$ cat src/hdl/xeu_pkg.sv
`timescale 1ns / 1ps
// xeu_pkg: constants, entity name tables and shared types of the entity unescaper
// depends on nothing; used by every other file of the block but xeu_if

package xeu_pkg;

  localparam int NUM_ENT    = 5;   // predefined entities
  localparam int NAME_MAX   = 5;   // longest name including the semicolon
  localparam int HELD_DEPTH = 4;   // letters held after the ampersand
  localparam int MAX_OUT    = 6;   // bytes one input byte can give
  localparam int COUNT_W    = 3;   // holds 0 to MAX_OUT and 0 to HELD_DEPTH

  localparam logic [7:0] AMP_CHAR = 8'h26;

  typedef logic [7:0] byte_t;

  // names with their semicolon, padded with zero
  localparam byte_t ENT_NAME [NUM_ENT][NAME_MAX] = '{
    '{8'h61, 8'h6d, 8'h70, 8'h3b, 8'h00},   // amp;
    '{8'h71, 8'h75, 8'h6f, 8'h74, 8'h3b},   // quot;
    '{8'h61, 8'h70, 8'h6f, 8'h73, 8'h3b},   // apos;
    '{8'h6c, 8'h74, 8'h3b, 8'h00, 8'h00},   // lt;
    '{8'h67, 8'h74, 8'h3b, 8'h00, 8'h00}    // gt;
  };

  localparam logic [COUNT_W-1:0] ENT_LEN [NUM_ENT] = '{
    3'd4, 3'd5, 3'd5, 3'd3, 3'd3
  };

  localparam byte_t ENT_CHAR [NUM_ENT] = '{
    8'h26, 8'h22, 8'h27, 8'h3c, 8'h3e
  };

  // burst of result bytes for one input byte, first byte in element 0
  typedef struct packed {
    logic [MAX_OUT-1:0][7:0] bytes;
    logic [COUNT_W-1:0]      cnt;
    logic                    last;
  } xeu_burst_t;

endpackage

$ cat src/hdl/xeu_if.sv
`timescale 1ns / 1ps
// xeu_in_if and xeu_out_if: valid/ready channels of the entity unescaper
// standalone, no package needed

interface xeu_in_if;
  logic       valid;
  logic       ready;
  logic [7:0] in_byte;
  logic       in_last;

  modport source (output valid, output in_byte, output in_last, input ready);
  modport sink   (input valid, input in_byte, input in_last, output ready);
endinterface

interface xeu_out_if;
  logic       valid;
  logic       ready;
  logic [7:0] out_byte;
  logic       out_last;

  modport source (output valid, output out_byte, output out_last, input ready);
  modport sink   (input valid, input out_byte, input out_last, output ready);
endinterface

$ cat src/hdl/xeu_match.sv
`timescale 1ns / 1ps
// xeu_match: match state and the per-byte matching logic that builds a burst
// depends on xeu_pkg

module xeu_match (
  input  logic               clk,
  input  logic               rst_n,
  input  logic               advance,
  input  logic [7:0]         byte_in,
  input  logic               last_in,
  output xeu_pkg::xeu_burst_t result
);

  logic                                     act_r, act_nxt;
  logic [xeu_pkg::COUNT_W-1:0]              cnt_r, cnt_nxt;
  logic [xeu_pkg::HELD_DEPTH-1:0][7:0]      held_r, held_nxt;

  always_comb begin
    logic [xeu_pkg::COUNT_W-1:0] n_out;
    logic                        hit;
    logic                        any_full;
    logic                        any_pre;
    logic                        do_fresh;
    logic [7:0]                  full_ch;

    result   = '0;
    n_out    = '0;
    act_nxt  = act_r;
    cnt_nxt  = cnt_r;
    held_nxt = held_r;
    any_full = 1'b0;
    any_pre  = 1'b0;
    do_fresh = 1'b0;
    full_ch  = '0;

    // compare held letters plus the new byte against every name
    for (int e = 0; e < xeu_pkg::NUM_ENT; e++) begin
      hit = xeu_pkg::ENT_LEN[e] > cnt_r;
      for (int k = 0; k < xeu_pkg::HELD_DEPTH; k++) begin
        if (xeu_pkg::COUNT_W'(k) < cnt_r && xeu_pkg::ENT_NAME[e][k] != held_r[k]) begin
          hit = 1'b0;
        end
      end
      if (xeu_pkg::ENT_NAME[e][cnt_r] != byte_in) begin
        hit = 1'b0;
      end
      if (hit) begin
        if (xeu_pkg::ENT_LEN[e] == cnt_r + 3'd1) begin
          any_full = 1'b1;
          full_ch  = xeu_pkg::ENT_CHAR[e];
        end else begin
          any_pre = 1'b1;
        end
      end
    end

    if (!act_r) begin
      do_fresh = 1'b1;
    end else if (any_full) begin
      result.bytes[n_out] = full_ch;
      n_out   = n_out + 3'd1;
      act_nxt = 1'b0;
      cnt_nxt = '0;
    end else if (any_pre) begin
      held_nxt[cnt_r[1:0]] = byte_in;
      cnt_nxt = cnt_r + 3'd1;
    end else begin
      // broken match: ampersand and held letters go out literally
      result.bytes[n_out] = xeu_pkg::AMP_CHAR;
      n_out = n_out + 3'd1;
      for (int k = 0; k < xeu_pkg::HELD_DEPTH; k++) begin
        if (xeu_pkg::COUNT_W'(k) < cnt_r) begin
          result.bytes[n_out] = held_r[k];
          n_out = n_out + 3'd1;
        end
      end
      act_nxt  = 1'b0;
      cnt_nxt  = '0;
      do_fresh = 1'b1;
    end

    if (do_fresh) begin
      if (byte_in == xeu_pkg::AMP_CHAR) begin
        act_nxt = 1'b1;
        cnt_nxt = '0;
      end else begin
        result.bytes[n_out] = byte_in;
        n_out = n_out + 3'd1;
      end
    end

    // end of text: flush whatever is still held
    if (last_in && act_nxt) begin
      result.bytes[n_out] = xeu_pkg::AMP_CHAR;
      n_out = n_out + 3'd1;
      for (int k = 0; k < xeu_pkg::HELD_DEPTH; k++) begin
        if (xeu_pkg::COUNT_W'(k) < cnt_nxt) begin
          result.bytes[n_out] = held_nxt[k];
          n_out = n_out + 3'd1;
        end
      end
      act_nxt = 1'b0;
      cnt_nxt = '0;
    end

    result.cnt  = n_out;
    result.last = last_in;
  end

  always_ff @(posedge clk) begin
    if (!rst_n) begin
      act_r <= 1'b0;
      cnt_r <= '0;
    end else if (advance) begin
      act_r <= act_nxt;
      cnt_r <= cnt_nxt;
    end
  end

  always_ff @(posedge clk) begin
    if (advance) begin
      held_r <= held_nxt;
    end
  end

endmodule

$ cat src/hdl/xeu_burst.sv
`timescale 1ns / 1ps
// xeu_burst: result register that plays out a burst one byte per transfer
// depends on xeu_pkg and xeu_out_if

module xeu_burst (
  input  logic                clk,
  input  logic                rst_n,
  input  logic                load,
  input  xeu_pkg::xeu_burst_t burst,
  output logic                free,
  xeu_out_if.source           out_s
);

  logic [xeu_pkg::MAX_OUT-1:0][7:0] buf_r, buf_nxt;
  logic [xeu_pkg::COUNT_W-1:0]      cnt_r, cnt_nxt;
  logic                             last_r, last_nxt;
  logic                             take;

  assign out_s.valid    = cnt_r != '0;
  assign out_s.out_byte = buf_r[0];
  assign out_s.out_last = last_r && cnt_r == 3'd1;

  assign take = out_s.valid && out_s.ready;
  // empty, or the final byte leaves in this cycle
  assign free = cnt_r == '0 || (cnt_r == 3'd1 && out_s.ready);

  always_comb begin
    buf_nxt  = buf_r;
    cnt_nxt  = cnt_r;
    last_nxt = last_r;
    if (load) begin
      buf_nxt  = burst.bytes;
      cnt_nxt  = burst.cnt;
      last_nxt = burst.last;
    end else if (take) begin
      buf_nxt = buf_r >> 8;
      cnt_nxt = cnt_r - 3'd1;
    end
  end

  always_ff @(posedge clk) begin
    if (!rst_n) begin
      cnt_r <= '0;
    end else begin
      cnt_r <= cnt_nxt;
    end
  end

  always_ff @(posedge clk) begin
    buf_r  <= buf_nxt;
    last_r <= last_nxt;
  end

endmodule

$ cat src/hdl/xml_entity_unescape.sv
`timescale 1ns / 1ps
// xml_entity_unescape: predefined xml entity unescaper, top level
// depends on xeu_pkg, xeu_if, xeu_match and xeu_burst
//
// Replaces &amp; &quot; &apos; &lt; &gt; in a byte stream with & " ' < >.
// Bytes after an ampersand are held while they still spell the start of a
// name; a byte that breaks the match sends the ampersand and held letters
// out literally and is then handled afresh, and in_last flushes anything
// still held, with out_last on the final byte of that item. An input byte
// passes an input register, the matching logic and a burst register, and the
// first result is offered from the burst register. One byte is taken per cycle
// as long as each gives at most one result and the output is ready; a byte
// that gives k results (up to six, on a broken match) holds the output while
// they go out, the output port's one byte per transfer being what sets the
// rate, and a byte that is only held gives nothing.

module xml_entity_unescape (
  input  logic      clk,
  input  logic      rst_n,
  xeu_in_if.sink    in_s,
  xeu_out_if.source out_s
);

  // input register
  logic       a_valid_r, a_valid_nxt;
  logic [7:0] a_byte_r;
  logic       a_last_r;

  logic                free;
  logic                advance;
  logic                load;
  xeu_pkg::xeu_burst_t burst;

  // item moves on when the burst register is empty or draining its last byte
  assign advance   = a_valid_r && free;
  assign in_s.ready = !a_valid_r || free;
  // a held byte gives nothing, so the burst register is left alone
  assign load      = advance && burst.cnt != '0;

  always_comb begin
    a_valid_nxt = a_valid_r;
    if (in_s.valid && in_s.ready) begin
      a_valid_nxt = 1'b1;
    end else if (advance) begin
      a_valid_nxt = 1'b0;
    end
  end

  always_ff @(posedge clk) begin
    if (!rst_n) begin
      a_valid_r <= 1'b0;
    end else begin
      a_valid_r <= a_valid_nxt;
    end
  end

  // payload captured on every input transfer
  always_ff @(posedge clk) begin
    if (in_s.valid && in_s.ready) begin
      a_byte_r <= in_s.in_byte;
      a_last_r <= in_s.in_last;
    end
  end

  // match state and burst building
  xeu_match u_match (
    .clk     (clk),
    .rst_n   (rst_n),
    .advance (advance),
    .byte_in (a_byte_r),
    .last_in (a_last_r),
    .result  (burst)
  );

  // result register, one byte per output transfer
  xeu_burst u_burst (
    .clk   (clk),
    .rst_n (rst_n),
    .load  (load),
    .burst (burst),
    .free  (free),
    .out_s (out_s)
  );

endmodule

$ cat src/flat_wrapper.sv
// flat-port wrapper written by rule: the top's interface ports become plain ports
module xml_entity_unescape_flat 
  (clk, rst_n, in_s_valid, in_s_in_byte, in_s_in_last, in_s_ready, out_s_valid, out_s_out_byte, out_s_out_last, out_s_ready);
  xeu_in_if in_s_i ();
  xeu_out_if out_s_i ();
  input  logic clk;
  input  logic rst_n;
  input wire logic [$bits(in_s_i.valid)-1:0] in_s_valid;
  input wire logic [$bits(in_s_i.in_byte)-1:0] in_s_in_byte;
  input wire logic [$bits(in_s_i.in_last)-1:0] in_s_in_last;
  output wire logic [$bits(in_s_i.ready)-1:0] in_s_ready;
  output wire logic [$bits(out_s_i.valid)-1:0] out_s_valid;
  output wire logic [$bits(out_s_i.out_byte)-1:0] out_s_out_byte;
  output wire logic [$bits(out_s_i.out_last)-1:0] out_s_out_last;
  input wire logic [$bits(out_s_i.ready)-1:0] out_s_ready;
  assign in_s_i.valid = in_s_valid;
  assign in_s_i.in_byte = in_s_in_byte;
  assign in_s_i.in_last = in_s_in_last;
  assign in_s_ready = in_s_i.ready;
  assign out_s_valid = out_s_i.valid;
  assign out_s_out_byte = out_s_i.out_byte;
  assign out_s_out_last = out_s_i.out_last;
  assign out_s_i.ready = out_s_ready;
  xml_entity_unescape u_core (.clk(clk), .rst_n(rst_n), .in_s(in_s_i), .out_s(out_s_i));
endmodule
$ cat config.mk
export PLATFORM = sky130hd
export DESIGN_NAME = xml_entity_unescape_flat
export DESIGN_NICKNAME = d
export VERILOG_FILES = /design/src/hdl/xeu_pkg.sv /design/src/hdl/xeu_if.sv /design/src/hdl/xeu_match.sv /design/src/hdl/xeu_burst.sv /design/src/hdl/xml_entity_unescape.sv /design/src/flat_wrapper.sv
export SDC_FILE = /design/constraint.sdc
export NUM_CORES = 1
export LEC_CHECK = 0
export BUFFER_PORTS_ARGS = -buffer_cell sky130_fd_sc_hd__buf_2
export CELL_PAD_IN_SITES_DETAIL_PLACEMENT = 1
export CELL_PAD_IN_SITES_GLOBAL_PLACEMENT = 1
export CORE_MARGIN = 2
export CORE_UTILIZATION = 25
export DETAILED_ROUTE_END_ITERATION = 7
export PLACE_DENSITY = 0.44
export SKIP_LAST_GASP = 1
export SLEW_MARGIN = 0
export SYNTH_ARGS = -nofsm -noshare
export SYNTH_HDL_FRONTEND = slang
export SYNTH_SLANG_ARGS = --single-unit
$ cat constraint.sdc
create_clock -name clk -period 9.7 [get_ports clk]
set_input_delay 1.455 -clock clk [delete_from_list [all_inputs] [get_ports clk]]
set_output_delay 1.455 -clock clk [all_outputs]
set_load 0.02 [all_outputs]
==> results.md, run 1 <==
- RSZ-0062 raised after global routing: false
- Total clock sinks: 98
- Synth-to-layout area growth: 11.2%
- Clock Latency Late Sink: 380 ps
- Initial antenna violation count: 1
- Total global-route track usage: 0.243
- EDFF count, synth: 90
- Main flop type after synthesis: edfxtp_1
- Setup Skew: 12.5 ps
- Layout cells sized above 1: 0.122
- Antenna diode count: 0
- Worst Tran Pin Value: 1150 ps
- Clk slew on worst S/H paths: 80 ps
- Worst stage delay on the critical path: 780 ps
- HPWL after DPL: 32700 um
- Max Clock Freq: 115 MHz
- Die width: 189 um
- CTS buffer count: 9
- Finish-stage setup viols: 0
- IO buf count: 23
- Max_cap viols: 0
- Filler cell count: 3986
- I/O pin count: 24
- Run status: completed
- Flop and latch count out of synthesis: 98
- Sequential-to-total area share from yosys stat: 0.336
- DRC Markers: 0
- Ys Warns: 0
- Worst EP required: 9840 ps
- Placer Congestion: 0.915
- Row cnt: 67
- Wire length after detailed routing: 43300 um
- Routed via count: 8453
- Vias per cell: 5.83
- Final antenna-violating net count: 0
- Hold Crit Class: reg2reg
- Cell mode on critical path: ha_1
- Final Hold Viols: 0
- Mapped Nets: 1028
- Largest net degree at the start of global routing: 81
- Crit. End Element: flop
- Worst setup SP type: flop
- Total power: 1.50 mW
- PD cells: 159 nW/um^2
- Congestion Overflow GR: 0
- Pre-CTS setup slack: 1200 ps
- Root buf cell: clkbuf_16
- First-pass GRT wire length: 62400 um
- Die Y-Extent: 189 um
- Leakage: 3.25 nW
- Final worst slack: 982 ps
- Clock Path Buffers: 2
- Netlist cell types: 85
- Fin nets: 1028
- Slew HR: 0.226
- H-tree depth: 3
- Tcrit/Tclk final: 0.899
- Critical-path top delay cell: dfxtp_1
- Async set or reset register ratio after synthesis: 0
- Full die area: 35500 um^2
- Fin area: 9460 um^2
- Cell count after synthesis: 996
- Drt pass-1 iters: 5
- CTS tree: built
- Post_cts resized: 0
- Worst path top cell family by delay: simple AND/OR/NAND/NOR gates
- Starting Density: 0.254
- VDD IR max: 92.1 uV
- Syn_area_per_cell: 8.55 um^2
- Vias in the first global route: 8430
- Critical path data arrival time: 8860 ps
- Post-CTS Repair Setup Buffers: 0
- Max FO, Critical Path: 18
- DR iter-0 viols: 711
- Core Area: 33500 um^2
- Routed WL per cell: 29.9 um
- Setup TNS: 0 ps
- Buf/Inv on CP: 3
- Placed Area: 9190 um^2
- Worst setup path class: reg2reg
- Syn Std Cell Area: 8510 um^2
- Min Tclk post-route: 8720 ps
- Fin. max-slew vios: 0
- Hold Buf Count CTS: 0
[metal layers]
metal  track usage  vias to the layer above  part of all wire
met5             0                        -                 0
met4        0.0775                        0             0.028
met3        0.0430                       53             0.059
met2         0.389                      257              0.46
met1         0.331                     4336              0.46
li1              -                     3807                 -
[kinds of logic (layout without fill, tap and decap cells)]
kind of cell / count (synthesis) / after routing / synth area share
AOI/OAI and AO/OA: 337 / 337 / 0.275
muxes: 53 / 53 / 0.0648
adders and majority gates: 19 / 19 / 0.0279
xor gates and xnor gates: 22 / 22 / 0.0284
DFF: 98 / 98 / 0.336
and+or+nand+nor: 361 / 361 / 0.213
buffers and inverters: 106 / 111 / 0.0541
[cells in the mapped netlist, types with 5 or more instances]
| master | instances | area share |
|---|---|---|
| nor4_1 | 11 | 0.0081 |
| nor2b_1 | 11 | 0.0081 |
| o22ai_1 | 11 | 0.0081 |
| o31ai_1 | 20 | 0.018 |
| nor2_1 | 77 | 0.034 |
| nand2b_1 | 11 | 0.0081 |
| xor2_1 | 5 | 0.0051 |
| a2bb2oi_1 | 5 | 0.0051 |
| o21ai_1 | 7 | 0.0041 |
| o211ai_1 | 15 | 0.013 |
| a221oi_1 | 5 | 0.0051 |
| a31oi_1 | 16 | 0.012 |
| nand4_1 | 14 | 0.010 |
| ha_1 | 19 | 0.028 |
| dfxtp_1 | 8 | 0.019 |
| a22oi_1 | 17 | 0.015 |
| nand2_1 | 118 | 0.052 |
| nor3_1 | 30 | 0.018 |
| o41ai_1 | 6 | 0.0062 |
| o221ai_1 | 6 | 0.0062 |
| a211oi_1 | 35 | 0.031 |
| mux2_2 | 16 | 0.021 |
| a221o_1 | 12 | 0.014 |
| nand3_1 | 20 | 0.012 |
| and2_1 | 14 | 0.010 |
| xnor2_1 | 13 | 0.013 |
| a21boi_0 | 10 | 0.0088 |
| mux2i_1 | 36 | 0.042 |
| buf_2 | 17 | 0.010 |
| a22o_1 | 7 | 0.0072 |
| o21ai_0 | 59 | 0.035 |
| and3_1 | 11 | 0.0081 |
| edfxtp_1 | 90 | 0.32 |
| buf_4 | 11 | 0.0097 |
| inv_1 | 33 | 0.015 |
| a21oi_1 | 65 | 0.038 |
| clkbuf_1 | 41 | 0.018 |
[through the flow]
step	hold WS [ps]	util	instances
6_report	524	0.282	1449
4_1_cts	529	0.282	1449
3_3_place_gp	505	0.274	1433
5_1_grt	547	0.282	1449
2_1_floorplan	451	-	996
3_5_place_dp	507	0.274	1433
[layout make-up]
type | instances | area (um^2) | area share
Multi-Input combinational cell | 792 | 5230 | 0.552
Inverter | 35 | 131 | 0.0139
Timing Repair Buffer | 60 | 405 | 0.0428
Sequential cell | 98 | 2860 | 0.303
Clock inverter | 7 | 50.0 | 0.00529
Tap cell | 448 | 561 | 0.0592
Clock buffer | 9 | 225 | 0.0238
[sequential cells by signal (all words and copies together) (netlist names)]
name                           cells
u_core.a_byte_r                    8
u_core.a_valid_r                   1
u_core.u_burst.out_s.out_byte      8
u_core.u_burst.buf_r              40
u_core.a_last_r                    1
u_core.u_burst.last_r              1
u_core.u_burst.cnt_r               3
u_core.u_match.cnt_r               3
u_core.u_match.act_r               1
u_core.u_match.held_r             32
[worst paths after layout]
| kind | startpoint | to | slack [ps] | cells after the start |
|---|---|---|---|---|
| setup / recovery | u_core.u_match.cnt_r[1]$_SDFFE_PN0P_ | u_core.u_burst.out_s.out_byte[7]$_DFFE_PP_ | 980 | 29 |
| hold reg to reg | u_core.u_burst.buf_r[41]$_SDFFCE_PN0P_ | u_core.u_burst.buf_r[33]$_DFFE_PP_ | 520 | 1 |
| setup reg to reg | u_core.u_match.cnt_r[1]$_SDFFE_PN0P_ | u_core.u_burst.out_s.out_byte[7]$_DFFE_PP_ | 980 | 29 |
| hold / removal | u_core.u_burst.buf_r[41]$_SDFFCE_PN0P_ | u_core.u_burst.buf_r[33]$_DFFE_PP_ | 520 | 1 |
[power breakdown]
part / switching, mW / leakage [nW] / internal, mW / total (mW)
clock network: 0.202 / 0.136 / 0.177 / 0.379
registers: 0.0775 / 0.873 / 0.637 / 0.715
logic: 0.294 / 2.24 / 0.115 / 0.408
total: 0.573 / 3.25 / 0.929 / 1.50
[cells in the final DEF (no fill, tap or decap), types with 10 or more instances in the layout]
master	netlist	final
nand2b_1	11	11
nor2_1	77	77
mux2i_1	36	36
a21oi_1	65	65
and3_1	11	11
a22oi_1	17	17
o22ai_1	11	11
mux2_2	16	16
and2_1	14	14
a211oi_1	35	34
nor2b_1	11	11
inv_1	33	33
a21boi_0	10	10
edfxtp_1	90	90
a31oi_1	16	16
xnor2_1	13	13
o31ai_1	20	20
buf_2	17	23
o211ai_1	15	15
o21ai_0	59	59
ha_1	19	19
nor3_1	30	29
nand4_1	14	14
nand2_1	118	117
a221o_1	12	12
buf_4	11	36
nand3_1	20	20
No activity file was read; power rests on OpenSTA's default activity.
==> run 2, diff against run 1 <==
CORE_UTILIZATION = 43   (was 25)
CTS_CLUSTER_SIZE = 16   (was unset)
GPL_ROUTABILITY_DRIVEN = 0   (was unset)
PLACE_DENSITY = 0.7   (was 0.44)
==> run 2 against run 1 <==
Effect of this change:
- sequential power shrank 0.6%
- power shrank 1.1%
- worst setup slack lost 200 ps
- clock skew grew 4.2 ps
- cell count shrank 13%
- non-clock buffer count shrank 12
- via count grew 4.2%
- fmax shrank 2.3%
- critical path depth shrank 2
- routed wire length shrank 16%
- register-to-register slack lost 200 ps
==> results.md, run 2 (synthesis gave the netlist of run 1 again) <==
- Core Area: 19500 um^2
- PD cells: 162 nW/um^2
- Final antenna-violating net count: 0
- Max FO, Critical Path: 42
- DRC Markers: 0
- Fin nets: 1016
- Clk slew on worst S/H paths: 90 ps
- Vias in the first global route: 8322
- Setup TNS: 0 ps
- Crit. End Element: flop
- HPWL after DPL: 27100 um
- Largest net degree at the start of global routing: 82
- Min Tclk post-route: 8920 ps
- Slew HR: 0.173
- Die width: 145 um
- Total global-route track usage: 0.351
- CTS buffer count: 9
- CTS tree: built
- Leakage: 3.19 nW
- Worst setup path class: reg2reg
- FF-to-FF setup slack: 780 ps
- I/O pin count: 24
- Routed via count: 8806
- Total power: 1.48 mW
- Most frequent cells in the layout: nand2_1 (117), edfxtp_1 (90), nor2_1 (77)
- Tcrit/Tclk final: 0.920
- Antenna diode count: 0
- H-tree depth: 3
- Fin. max-slew vios: 0
- Commonest non-fill, non-tap cell in the layout: nand2_1
- DR iter-0 viols: 1234
- Post-CTS Repair Setup Buffers: 0
- Run status: completed
- Full die area: 20900 um^2
- Biggest register: u_core.u_burst.buf_r
- Top flop regs: u_core.u_burst.buf_r: 40 flops, u_core.u_match.held_r: 32 flops
- IO buf count: 23
- Layout cells sized above 1: 0.112
- Worst Tran Pin Value: 1230 ps
- Largest register FFs: 40
- Worst EP required: 9830 ps
- RSZ-0062 raised after global routing: false
- Finish-stage setup viols: 0
- Hold Crit Class: reg2reg
- Max Clock Freq: 112 MHz
- Starting Density: 0.437
- DP Cell Count: 1238
- Post_cts resized: 0
- Row cnt: 51
- Max_cap viols: 0
- Congestion Overflow GR: 0
- First-pass GRT wire length: 53500 um
- Non-Filler Instances: 1254
- Root buf cell: clkbuf_16
- Post-layout util: 0.471
- Vias per cell: 7.02
- Final worst slack: 781 ps
- Hold Buf Count CTS: 0
- Wire length after detailed routing: 36400 um
- Setup Skew: 16.7 ps
- Initial antenna violation count: 0
- Routed WL per cell: 29.0 um
- Worst setup SP type: flop
- Clock Latency Late Sink: 370 ps
- Critical path data arrival time: 9050 ps
- VDD IR max: 194 uV
- Die Y-Extent: 145 um
- Pre-CTS setup slack: 741 ps
- Total clock sinks: 98
- Drt pass-1 iters: 6
- Clock Path Buffers: 2
- Synth-to-layout area growth: 7.63%
- Final Hold Viols: 0
-- run 2: cell count changes in the layout (fill, tap and decap cells not counted), sizes merged --
cell and change:
clkinv +1, clkinvlp -1, buf -12
-- run 2: stage by stage --
step                hold slack [ps]  area [um^2]
CTS                             522         9160
global placement                503         8860
finish                          521         9160
detailed placement              514         8860
floorplan                       451         8510
global route                    555         9160
-- run 2: cell type report --
cell class | count | area, um^2
clock buffers | 9 | 225
clock inverters | 7 | 76.3
fillers | 2318 | 10300
inverters | 35 | 131
multi-input cells | 792 | 5230
flip-flops and latches | 98 | 2860
well taps | 265 | 332
repair buffers | 48 | 307
-- run 2: path summary, 6_finish.rpt --
path                                          start                                         end  cells past startpoint
max            u_core.u_match.cnt_r[1]$_SDFFE_PN0P_  u_core.u_burst.out_s.out_byte[6]$_DFFE_PP_                     27
min          u_core.u_burst.buf_r[46]$_SDFFCE_PN0P_          u_core.u_burst.buf_r[38]$_DFFE_PP_                      2
max reg2reg    u_core.u_match.cnt_r[1]$_SDFFE_PN0P_  u_core.u_burst.out_s.out_byte[6]$_DFFE_PP_                     27
min reg2reg  u_core.u_burst.buf_r[46]$_SDFFCE_PN0P_          u_core.u_burst.buf_r[38]$_DFFE_PP_                      2
-- run 2: layer usage --
metal  track usage  part of all wire
met3        0.0777              0.11
met4         0.173             0.055
met5             0                 0
met2         0.521              0.43
met1         0.481              0.41
-- run 2: worst max-delay path, stage by stage (launching register included) --
cell and delay [ps]:
dfxtp_1 780, inv_1 230, ha_1 340, o21bai_1 290, mux2i_1 230, nor4_1 110, o2111ai_1 350, nand2_1 150
nor3_2 520, nand2_1 430, nor2_1 200, ha_1 260, nand3_1 170, nand2_1 210, ha_1 570, xnor2_1 130
ha_1 420, mux2i_1 100, mux2i_1 490, ha_1 380, mux2_2 270, ha_1 270, nor2_1 110, a2bb2oi_1 90
o21a_1 150, o31ai_4 320, nand2_2 620, buf_4 430
-- run 2: report_power, final --
part | internal, mW | switching, mW | total, mW
sequential | 0.638 | 0.0737 | 0.711
clock | 0.184 | 0.197 | 0.381
combinational | 0.111 | 0.281 | 0.392
